--- src/rtl/tmls_pkg.sv ---
// Package with the widths, limits and register indexes of the mip level selector.
`timescale 1ns / 1ps
package tmls_pkg;
   localparam int COORD_W  = 32;
   localparam int RADIUS_W = 32;
   localparam int FACTOR_W = 24;
   localparam int SCREEN_W = 15;
   localparam int DROP_W   = 4;
   localparam int MIPS_W   = 5;
   localparam int DIST_W   = 32;
   localparam int CSR_ADDR_W = 2;
   localparam int CSR_DATA_W = 15;
   localparam int LIMB_W   = 32;

   localparam logic [MIPS_W-1:0] MIPS_MAX = 5'd11;
   localparam logic [SCREEN_W-1:0] SCREEN_WIDTH_RESET  = 15'd1920;
   localparam logic [SCREEN_W-1:0] SCREEN_HEIGHT_RESET = 15'd1080;

   typedef enum logic [CSR_ADDR_W-1:0] {
      CSR_SCREEN_WIDTH  = 2'd0,
      CSR_SCREEN_HEIGHT = 2'd1,
      CSR_QUALITY_DROP  = 2'd2
   } csr_addr_type;
endpackage

--- src/rtl/tmls_mul.sv ---
// Two-stage multiplier built from registered limb products and a registered sum.
`timescale 1ns / 1ps
module tmls_mul #(
   parameter int A_W = 32,
   parameter int B_W = 32
) (
   input  logic               clock,
   input  logic               en,
   input  logic [A_W-1:0]     a,
   input  logic [B_W-1:0]     b,
   output logic [A_W+B_W-1:0] p
);
   localparam int LW  = tmls_pkg::LIMB_W;
   localparam int NA  = (A_W + LW - 1) / LW;
   localparam int NB  = (B_W + LW - 1) / LW;
   localparam int PAW = NA * LW;
   localparam int PBW = NB * LW;
   localparam int FW  = PAW + PBW;

   logic [PAW-1:0] a_ext;
   logic [PBW-1:0] b_ext;
   logic [2*LW-1:0] pp_ff [NA*NB];
   logic [FW-1:0] acc;
   logic [A_W+B_W-1:0] p_in;
   logic [A_W+B_W-1:0] p_ff;

   assign a_ext = PAW'(a);
   assign b_ext = PBW'(b);

   always_ff @(posedge clock) begin
      if (en) begin
         for (int i = 0; i < NA; i++) begin
            for (int j = 0; j < NB; j++) begin
               pp_ff[i*NB+j] <= (2*LW)'(a_ext[i*LW +: LW]) * (2*LW)'(b_ext[j*LW +: LW]);
            end
         end
      end
   end

   always_comb begin
      acc = '0;
      for (int i = 0; i < NA; i++) begin
         for (int j = 0; j < NB; j++) begin
            acc = acc + (FW'(pp_ff[i*NB+j]) << (LW * (i + j)));
         end
      end
      p_in = acc[A_W+B_W-1:0];
   end

   always_ff @(posedge clock) begin
      if (en) begin
         p_ff <= p_in;
      end
   end

   assign p = p_ff;
endmodule

--- config.mk ---
export PLATFORM = sky130hd
export DESIGN_NAME = tmls_mul
export DESIGN_NICKNAME = d
export VERILOG_FILES = /design/src/rtl/tmls_pkg.sv /design/src/rtl/tmls_mul.sv
export SDC_FILE = /design/constraint.sdc
export NUM_CORES = 2
export LEC_CHECK = 0
export ABC_AREA = 1
export BUFFER_PORTS_ARGS = -buffer_cell sky130_fd_sc_hd__clkbuf_2
export CORE_ASPECT_RATIO = 0.9
export CORE_MARGIN = 2
export CORE_UTILIZATION = 50
export CTS_CLUSTER_SIZE = 10
export DETAILED_ROUTE_END_ITERATION = 16
export PLACE_DENSITY = 0.77
export SLEW_MARGIN = 0
export SYNTH_ARGS = -nofsm -noshare
export SYNTH_HDL_FRONTEND = slang
export SYNTH_SLANG_ARGS = --single-unit
--- constraint.sdc ---
create_clock -name clock -period 10.1 [get_ports clock]
set_clock_uncertainty 0.05 [all_clocks]
set_input_delay 3.03 -clock clock [delete_from_list [all_inputs] [get_ports clock]]
set_output_delay 3.03 -clock clock [all_outputs]
set_load 0.01 [all_outputs]
==> impl_metrics.ini <==
[timing]
slew_headroom_pct = 30.0
timing.fmax_mhz = 104
finalSetupTns_ns = 0
hold_viol = 0
setup_slack_ns = 0.482
rsz0062_at_grt = false
finalCriticalPeriod_ns = 9.62
maxSlewViolCount = 0
worst-slew-pin-transition_ns = 1.05
finalSetupViolCount = 0
fin_crit_sh_pct = 95.2

[synth]
synth_compound_area_share_pct = 0.823
netlist_instances = 5083
ys_warn_count = 0
synthMuxAreaShare_pct = 0
syn-num-nets = 6308
synth_area_mm2 = 0.0400
synth_cell_type_count = 23
synth_top_family_by_area = adder cells
synth-seq-cells = 128
synthAdderAreaFrac_pct = 53.1
ys_seq_area_share_pct = 9.62
synthXorXnorAreaFrac_pct = 0.789
avgSynthCellArea_um2 = 7.86
synth-simple-area-share_pct = 17.6

[clock_tree]
cts_resized = 0
cts.sinks = 128
clk_pin_slew_worst_paths_ns = 0.06
post_cts_buffers = 0
htree_levels = 4
clockBufferDepth = 2
holdBufCountCts = 0
cts_buffers = 17
root_buffer = clkbuf_16
clk_latency_ns = 0.42
cts_tree = yes

[critical_path]
crit_path_frequent_cell = fa_1
crit_fanout = 15
crit_path_start_kind = input port
reg2reg_depth = 0
reg2reg_setup_slack_ns = 9.31
critPathMaxStageDelay_ns = 0.56
cp_top_family = adder cells
worstSetupPathType = input port to flop
critPathBufInv = 6
crit_cells = 23
path_cells = clkbuf_2 > buf_4 > buf_4 > nand2_1 > fa_1 > fa_1 > inv_1 > fa_1 > inv_1 > fa_1 > fa_1 > fa_1 > inv_1 > ha_1 > ha_1 > ha_1 > nand2_1 > nor3_1 > nand2_1 > nor3_2 > nand2_1 > nand4_1 > nand2_1
cp.required_ns = 10.21
rr_endpoint = p[34]
worstReg2RegStart = pp_ff[0][34]
crit_arrival_ns = 9.73
slowest_stage = fa_1
endpoint_kind = flop

[routing]
drt.antenna.violating_nets = 0
routedWlPerCell_um = 17.2
vias_per_cell = 4.97
via_count = 31008
wirelength_mm = 107
first_iter_violations = 2227
post-route-drc-count = 0
dr.pass1.iters = 6

[global_routing]
grt_usage_pct = 27.1
grt_pass1_wl_mm = 173
antenna_found_initial = 6
overflow = 0
grt_max_degree = 80
grt_pass1_vias = 32988

[worst_hold_path]
holdPathEnd = p[3]
hp-class = flop to flop
hold_depth = 0
hold_start = pp_ff[0][3]

[status]
status = complete, no violations

[finish]
final.fill_count = 7318
area_growth_pct = 7.29
nets = 6393
final_cells = 6239
layout_common_cells = inv_1 (1,723), nand2_1 (1,559), fa_1 (896)
drive_gt1_share_pct = 6.87
final_common_cell = inv_1

[job]
maxCapViolCount = 0

[floorplan]
die_w_um = 302
die_h_um = 272
initial_core_util_pct = 50.4
num_io_pins = 130
rows = 98
die_area_mm2 = 0.0822
coreArea_mm2 = 0.0793

[placement]
dp_cells = 6199
io_buffers = 129
gp_congestion = 0.944
detailed_place_hpwl_mm = 92.0
place_ws_ns = 0.187
==> final cells by class <==
| cell class | instances | area [um2] | share of cell area [%] |
|---|---|---|---|
| clock buffer | 18 | 429 | 1.00 |
| multi-input combinational | 3030 | 28900 | 67.4 |
| timing repair buffer | 258 | 1750 | 4.09 |
| sequential | 128 | 3840 | 8.96 |
| clock inverter | 13 | 114 | 0.266 |
| inverter | 1733 | 6500 | 15.2 |
| antenna | 9 | 22.5 | 0.0525 |
| tap | 1050 | 1310 | 3.06 |
==> logic make-up after synthesis <==
logic type,Yosys count
xor gates and xnor gates,36
adders and majority gates,1159
AOI/OAI and AO/OA,59
buffers and inverters,1925
and+or+nand+nor,1776
DFF,128
==> routing by layer <==
| metal | GRT usage [%] | share of wire, % | up-vias |
|---|---|---|---|
| li1 | - | - | 14126 |
| met1 | 34.9 | 39 | 15244 |
| met2 | 46.0 | 49 | 1337 |
| met3 | 3.89 | 7.9 | 297 |
| met4 | 11.2 | 4.5 | 4 |
| met5 | 0 | 0.025 | - |
==> registers in the layout, summed over array words and instances, names as in the netlist <==
register / flops
p: 64
pp_ff: 64
==> through the flow <==
stage	cell area (um2)	hold WS (ns)	util [%]
global route	42900	0.366	54.0
finish	42900	0.364	54.1
floorplan	40000	0.350	-
global placement	42300	0.352	53.3
CTS	42900	0.366	54.0
detailed placement	42300	0.355	53.3
==> synth_stat cells (all sizes together) <==
master / count / area (um2)
nand2: 1575 / 5950
o21ai: 2 / 10.0
edfxtp: 128 / 3840
fa: 896 / 17900
o21bai: 12 / 93.8
clkbuf: 192 / 721
nand3: 66 / 365
inv: 1733 / 6500
xnor2: 4 / 35.0
ha: 263 / 3290
xor2: 32 / 280
nor2: 101 / 474
a21oi: 45 / 225
nor3: 18 / 136
nand4: 16 / 100
==> worst max path at each step <==
stage / from / endpoint
2_1_floorplan: a[25] / pp_ff[0][60]
3_3_place_gp: b[5] / pp_ff[0][23]
3_5_place_dp: b[8] / pp_ff[0][60]
4_1_cts: b[5] / pp_ff[0][23]
5_1_grt: b[5] / pp_ff[0][60]
6_report: a[26] / pp_ff[0][56]
Power is left out: the tool's default activity adds up to more than one toggle a clock period on the data nets, which glitch-free logic cannot reach.
