### src/rtl/tmls_isqrt.sv
// Pipelined integer square root that settles one result bit per stage.
`timescale 1ns / 1ps
module tmls_isqrt #(
   parameter int IN_W = 66
) (
   input  logic                clock,
   input  logic                en,
   input  logic [IN_W-1:0]     rad,
   output logic [IN_W/2-1:0]   root
);
   localparam int OUT_W = IN_W / 2;
   localparam int RW    = OUT_W + 3;

   logic [IN_W-1:0]  rad_ff  [OUT_W];
   logic [RW-1:0]    rem_ff  [OUT_W];
   logic [OUT_W-1:0] root_ff [OUT_W];

   for (genvar s = 0; s < OUT_W; s++) begin : g_stage
      logic [IN_W-1:0]  rad_prev;
      logic [RW-1:0]    rem_prev;
      logic [OUT_W-1:0] root_prev;
      logic [RW-1:0]    rem_sh;
      logic [RW-1:0]    trial;
      logic [RW-1:0]    rem_in;
      logic             take;

      if (s == 0) begin : g_first
         assign rad_prev  = rad;
         assign rem_prev  = '0;
         assign root_prev = '0;
      end else begin : g_next
         assign rad_prev  = rad_ff[s-1];
         assign rem_prev  = rem_ff[s-1];
         assign root_prev = root_ff[s-1];
      end

      assign rem_sh = {rem_prev[RW-3:0], rad_prev[IN_W-1 -: 2]};
      assign trial  = {1'b0, root_prev, 2'b01};
      assign take   = (rem_sh >= trial);
      assign rem_in = take ? (rem_sh - trial) : rem_sh;

      always_ff @(posedge clock) begin
         if (en) begin
            rad_ff[s]  <= rad_prev << 2;
            rem_ff[s]  <= rem_in;
            root_ff[s] <= {root_prev[OUT_W-2:0], take};
         end
      end
   end

   assign root = root_ff[OUT_W-1];
endmodule

### config.mk
export PLATFORM = sky130hd
export DESIGN_NAME = tmls_isqrt
export DESIGN_NICKNAME = d
export VERILOG_FILES = /design/src/rtl/tmls_isqrt.sv
export SDC_FILE = /design/constraint.sdc
export NUM_CORES = 2
export LEC_CHECK = 0
export BUFFER_PORTS_ARGS = -buffer_cell sky130_fd_sc_hd__buf_4
export CAP_MARGIN = 0
export CORE_ASPECT_RATIO = 0.6
export CORE_MARGIN = 2
export CORE_UTILIZATION = 49
export CTS_BUF_LIST = sky130_fd_sc_hd__clkbuf_4 sky130_fd_sc_hd__clkbuf_8 sky130_fd_sc_hd__clkbuf_16
export DETAILED_ROUTE_END_ITERATION = 8
export MAX_ROUTING_LAYER = met4
export PLACE_DENSITY_LB_ADDON = 0.05
export SLEW_MARGIN = 25
export SYNTH_ARGS = -nofsm -noshare
export SYNTH_HDL_FRONTEND = slang
export SYNTH_MEMORY_MAX_BITS = 65536
export SYNTH_SLANG_ARGS = --single-unit
### constraint.sdc
create_clock -name clock -period 3.8 [get_ports clock]
set_input_delay 0.19 -clock clock [delete_from_list [all_inputs] [get_ports clock]]
set_output_delay 0.19 -clock clock [all_outputs]
set_load 0.1 [all_outputs]
==> results.toml <==
[synth]
synth.distinct_cells = 80
yosys.area_share.xor_xnor_pct = 6.23
synthTopCellsByArea = "edfxtp_1 (65%), ha_1 (6.1%), xor2_1 (3.3%)"
synth_compound_area_share_pct = 9.85
synthFlopType = "edfxtp_1"
synth_top_family_by_area = "compound AO/OA/AOI/OAI gates"
avgSynthCellArea_um2 = 12.9
synthesis.instances = 9557
synth.top_cell.area_share_pct = 64.8
ys_seq_elements = 2654
ys_warn_count = 0
synth_top_area_cell = "edfxtp_1"
syn_area_um2 = 123000
synth_fp_nets = 10221
synth_most_common_cell = "edfxtp_1"
async_reset_ff_share_pct = 0
yosys.area_share.simple_pct = 9.67
synth_fa_ha_area_share_pct = 6.06
synth_edf_count = 2654
yosysSeqAreaShare_pct = 64.8
synth_mux_area_share_pct = 0.572
yosys-top-cells-count = "edfxtp_1 (2,654), inv_1 (748), nand2_1 (722)"

[layout]
fillCellCount = 20407
syn2layout_area_growth_pct = 13.9
drive_above_1_share_pct = 10.2
multi_input_area_um2 = 40100
register_area_um2 = 79700
nets = 10845

[floorplan]
initial_utilization_pct = 49.3
dieHeight_um = 392
io_pins = 101
die_w_um = 651
core_um2 = 250000
rows = 142
die_area_um2 = 255000

[worst_setup_path]
slowest_stage = "o311ai_0"
path_max_fanout = 2
setup.worst_path.end_class = "flip-flop"
crit_required_ns = 4.34
max_stage_delay_ns = 0.77
crit_path_start_kind = "flip-flop"
cp.arrival_ns = 4.24
worstSetupPathType = "reg -> reg"
path_cells = "inv_1 -> ha_1 -> nor2b_1 -> o21ai_1 -> a21oi_1 -> nor3_2 -> buf_4 -> o311ai_0 -> a2111oi_1 -> buf_4 -> o21bai_1 -> a211o_1 -> nor3_1 -> xor2_1"
crit_top_cell = "buf_4"

[power]
power_density_nw_per_um2 = 604
p_leak_nw = 54.3
ir_drop_mv = 0.361
total_power_w = 0.0847

[grt]
grt_max_degree = 135
grt_first_pass_wirelength_um = 425000
antenna_found_initial = 5
grtUsageTotal_pct = 21.9
grt_pass1_vias = 72021
overflow = 0

[flow_run]
drv_cap = 0

[cts]
cts_tree = "built"
cts_max_path_buffers = 4
clock_latency_ns = 0.84
htree_levels = 5
clk_pin_slew_ns = 0.06
cts_root_buffer = "clkbuf_16"
cts_num_sinks = 2654
numCtsBuffers = 266

[placed_design]
dp_hpwl_um = 201000
io_buffers = 100
gp_congestion = 0.923
dp_slack_ns = -0.0832

[drt]
antenna_left = 0
drt_wl_total_um = 275000
post_drt_via_cell_ratio = 5.51
drtPass1Iterations = 8
drt_iter0_markers = 7164
wl_per_cell_um = 20.1
vias = 75425
drc = 0

[sta]
hold_viol = 0
grt_setup_unrepaired = "no"
relSlewSlack_pct = 29.5
post-route-period-util_pct = 97.4
slew_viol_final = 0
max_freq_mhz = 270
worstMarginPinSlew_ns = 1.05
fin_skew_ns = 0.0413
setup_viol = 0
layout_min_cycle_time_ns = 3.70
hold_slack_ns = 0.0736
setup_ws_ns = 0.0969

[hold_path]
hp-class = "in -> reg"

[outcome]
outcome = "completed"
## final cells by class
type / count / share of cell area (%)
antenna: 1 / 0.00179
clock buffer: 313 / 5.11
clock inverter: 153 / 1.03
inverter: 750 / 2.01
multi-input combinational: 5967 / 28.6
sequential: 2654 / 56.8
tap: 3312 / 2.96
timing repair buffer: 542 / 3.40
## cells by family (layout without fill, tap and decap cells)
logic type | after synthesis | in the layout
flops | 2654 | 2654
xor+xnor | 875 | 875
mux | 63 | 63
other cells | 1 | 2
simple gates | 2451 | 2451
compound gates | 1981 | 1981
fa+ha+maj | 596 | 596
buf+inv | 936 | 1758
## cell usage in the layout, fill, tap and decap left out, types with 55 or more instances in the layout
| cell | instances |
|---|---|
| a21o_1 | 278 |
| a21oi_1 | 616 |
| buf_4 | 428 |
| clkbuf_16 | 275 |
| dlygate4sd3_1 | 73 |
| edfxtp_1 | 2654 |
| ha_1 | 596 |
| inv_1 | 748 |
| mux2_2 | 59 |
| nand2_1 | 721 |
| nand2b_1 | 113 |
| nand3_1 | 138 |
| nand4_1 | 97 |
| nor2_1 | 560 |
| nor2b_1 | 83 |
| nor3_1 | 245 |
| nor4_1 | 116 |
| o21a_1 | 103 |
| o21ai_0 | 537 |
| o21bai_1 | 55 |
| o31ai_1 | 57 |
| or3_1 | 103 |
| xnor2_1 | 409 |
| xor2_1 | 466 |
## sequential cells by signal (all words and copies together), names as in the netlist
| register | cells |
|---|---|
| rad_ff | 1056 |
| rem_ff | 1037 |
| root_ff | 561 |
## through the flow
step | util (%) | TNS, ns | cell area [µm²] | cells
after floorplan | - | -0.0516 | 123000 | 9557
after global placement | 52.3 | -1.36 | 131000 | 13147
after detailed placement | 52.3 | -1.07 | 131000 | 13147
after CTS | 56.1 | 0 | 140000 | 13686
after global routing | 56.2 | 0 | 140000 | 13691
final | 56.2 | 0 | 140000 | 13692
## where the power goes
part | switching, W | internal [W]
sequential | 0.00259 | 0.0371
clock | 0.0111 | 0.0151
combinational | 0.0109 | 0.00795
## worst paths after layout
kind | start | endpoint | slack, ns | depth (start not counted)
worst min-delay path | rad[44] | rad_ff[0][44] | 0.07 | 2
worst min register to register | rad_ff[0][1014] | rad_ff[0][1080] | 0.39 | 0
worst max-delay path | root_ff[0][660] | rem_ff[0][782] | 0.1 | 14
worst max register to register | root_ff[0][660] | rem_ff[0][782] | 0.1 | 14
## critical path, delay by kind of cell, from the launching register on
family | cells | cell delay (ns)
adders and majority gates | 1 | 0.31
and+or+nand+nor | 3 | 0.27
AOI/OAI and AO/OA | 6 | 1.70
buffers and inverters | 3 | 0.43
DFF | 1 | 0.55
xor gates and xnor gates | 1 | 0.16
## routing by layer
layer / share of wire (%) / wire length [µm] / vias to the layer above / track usage, %
met4: 1.8 / 4940 / 0 / 4.26
met5: 0 / 0 / - / -
met3: 5.4 / 14900 / 360 / 2.77
met1: 52 / 144000 / 36490 / 34.8
met2: 40 / 111000 / 2026 / 29.8
li1: - / - / 36549 / -
## timing repair
item,in CTS,in global routing
pin swaps,0,6
hold endpoints to repair,77,0
resized for setup,2,40
endpoints found under the setup margin,17,161
hold buffers,73,0
setup buffers,0,5
No activity file was read; power rests on OpenSTA's default activity.
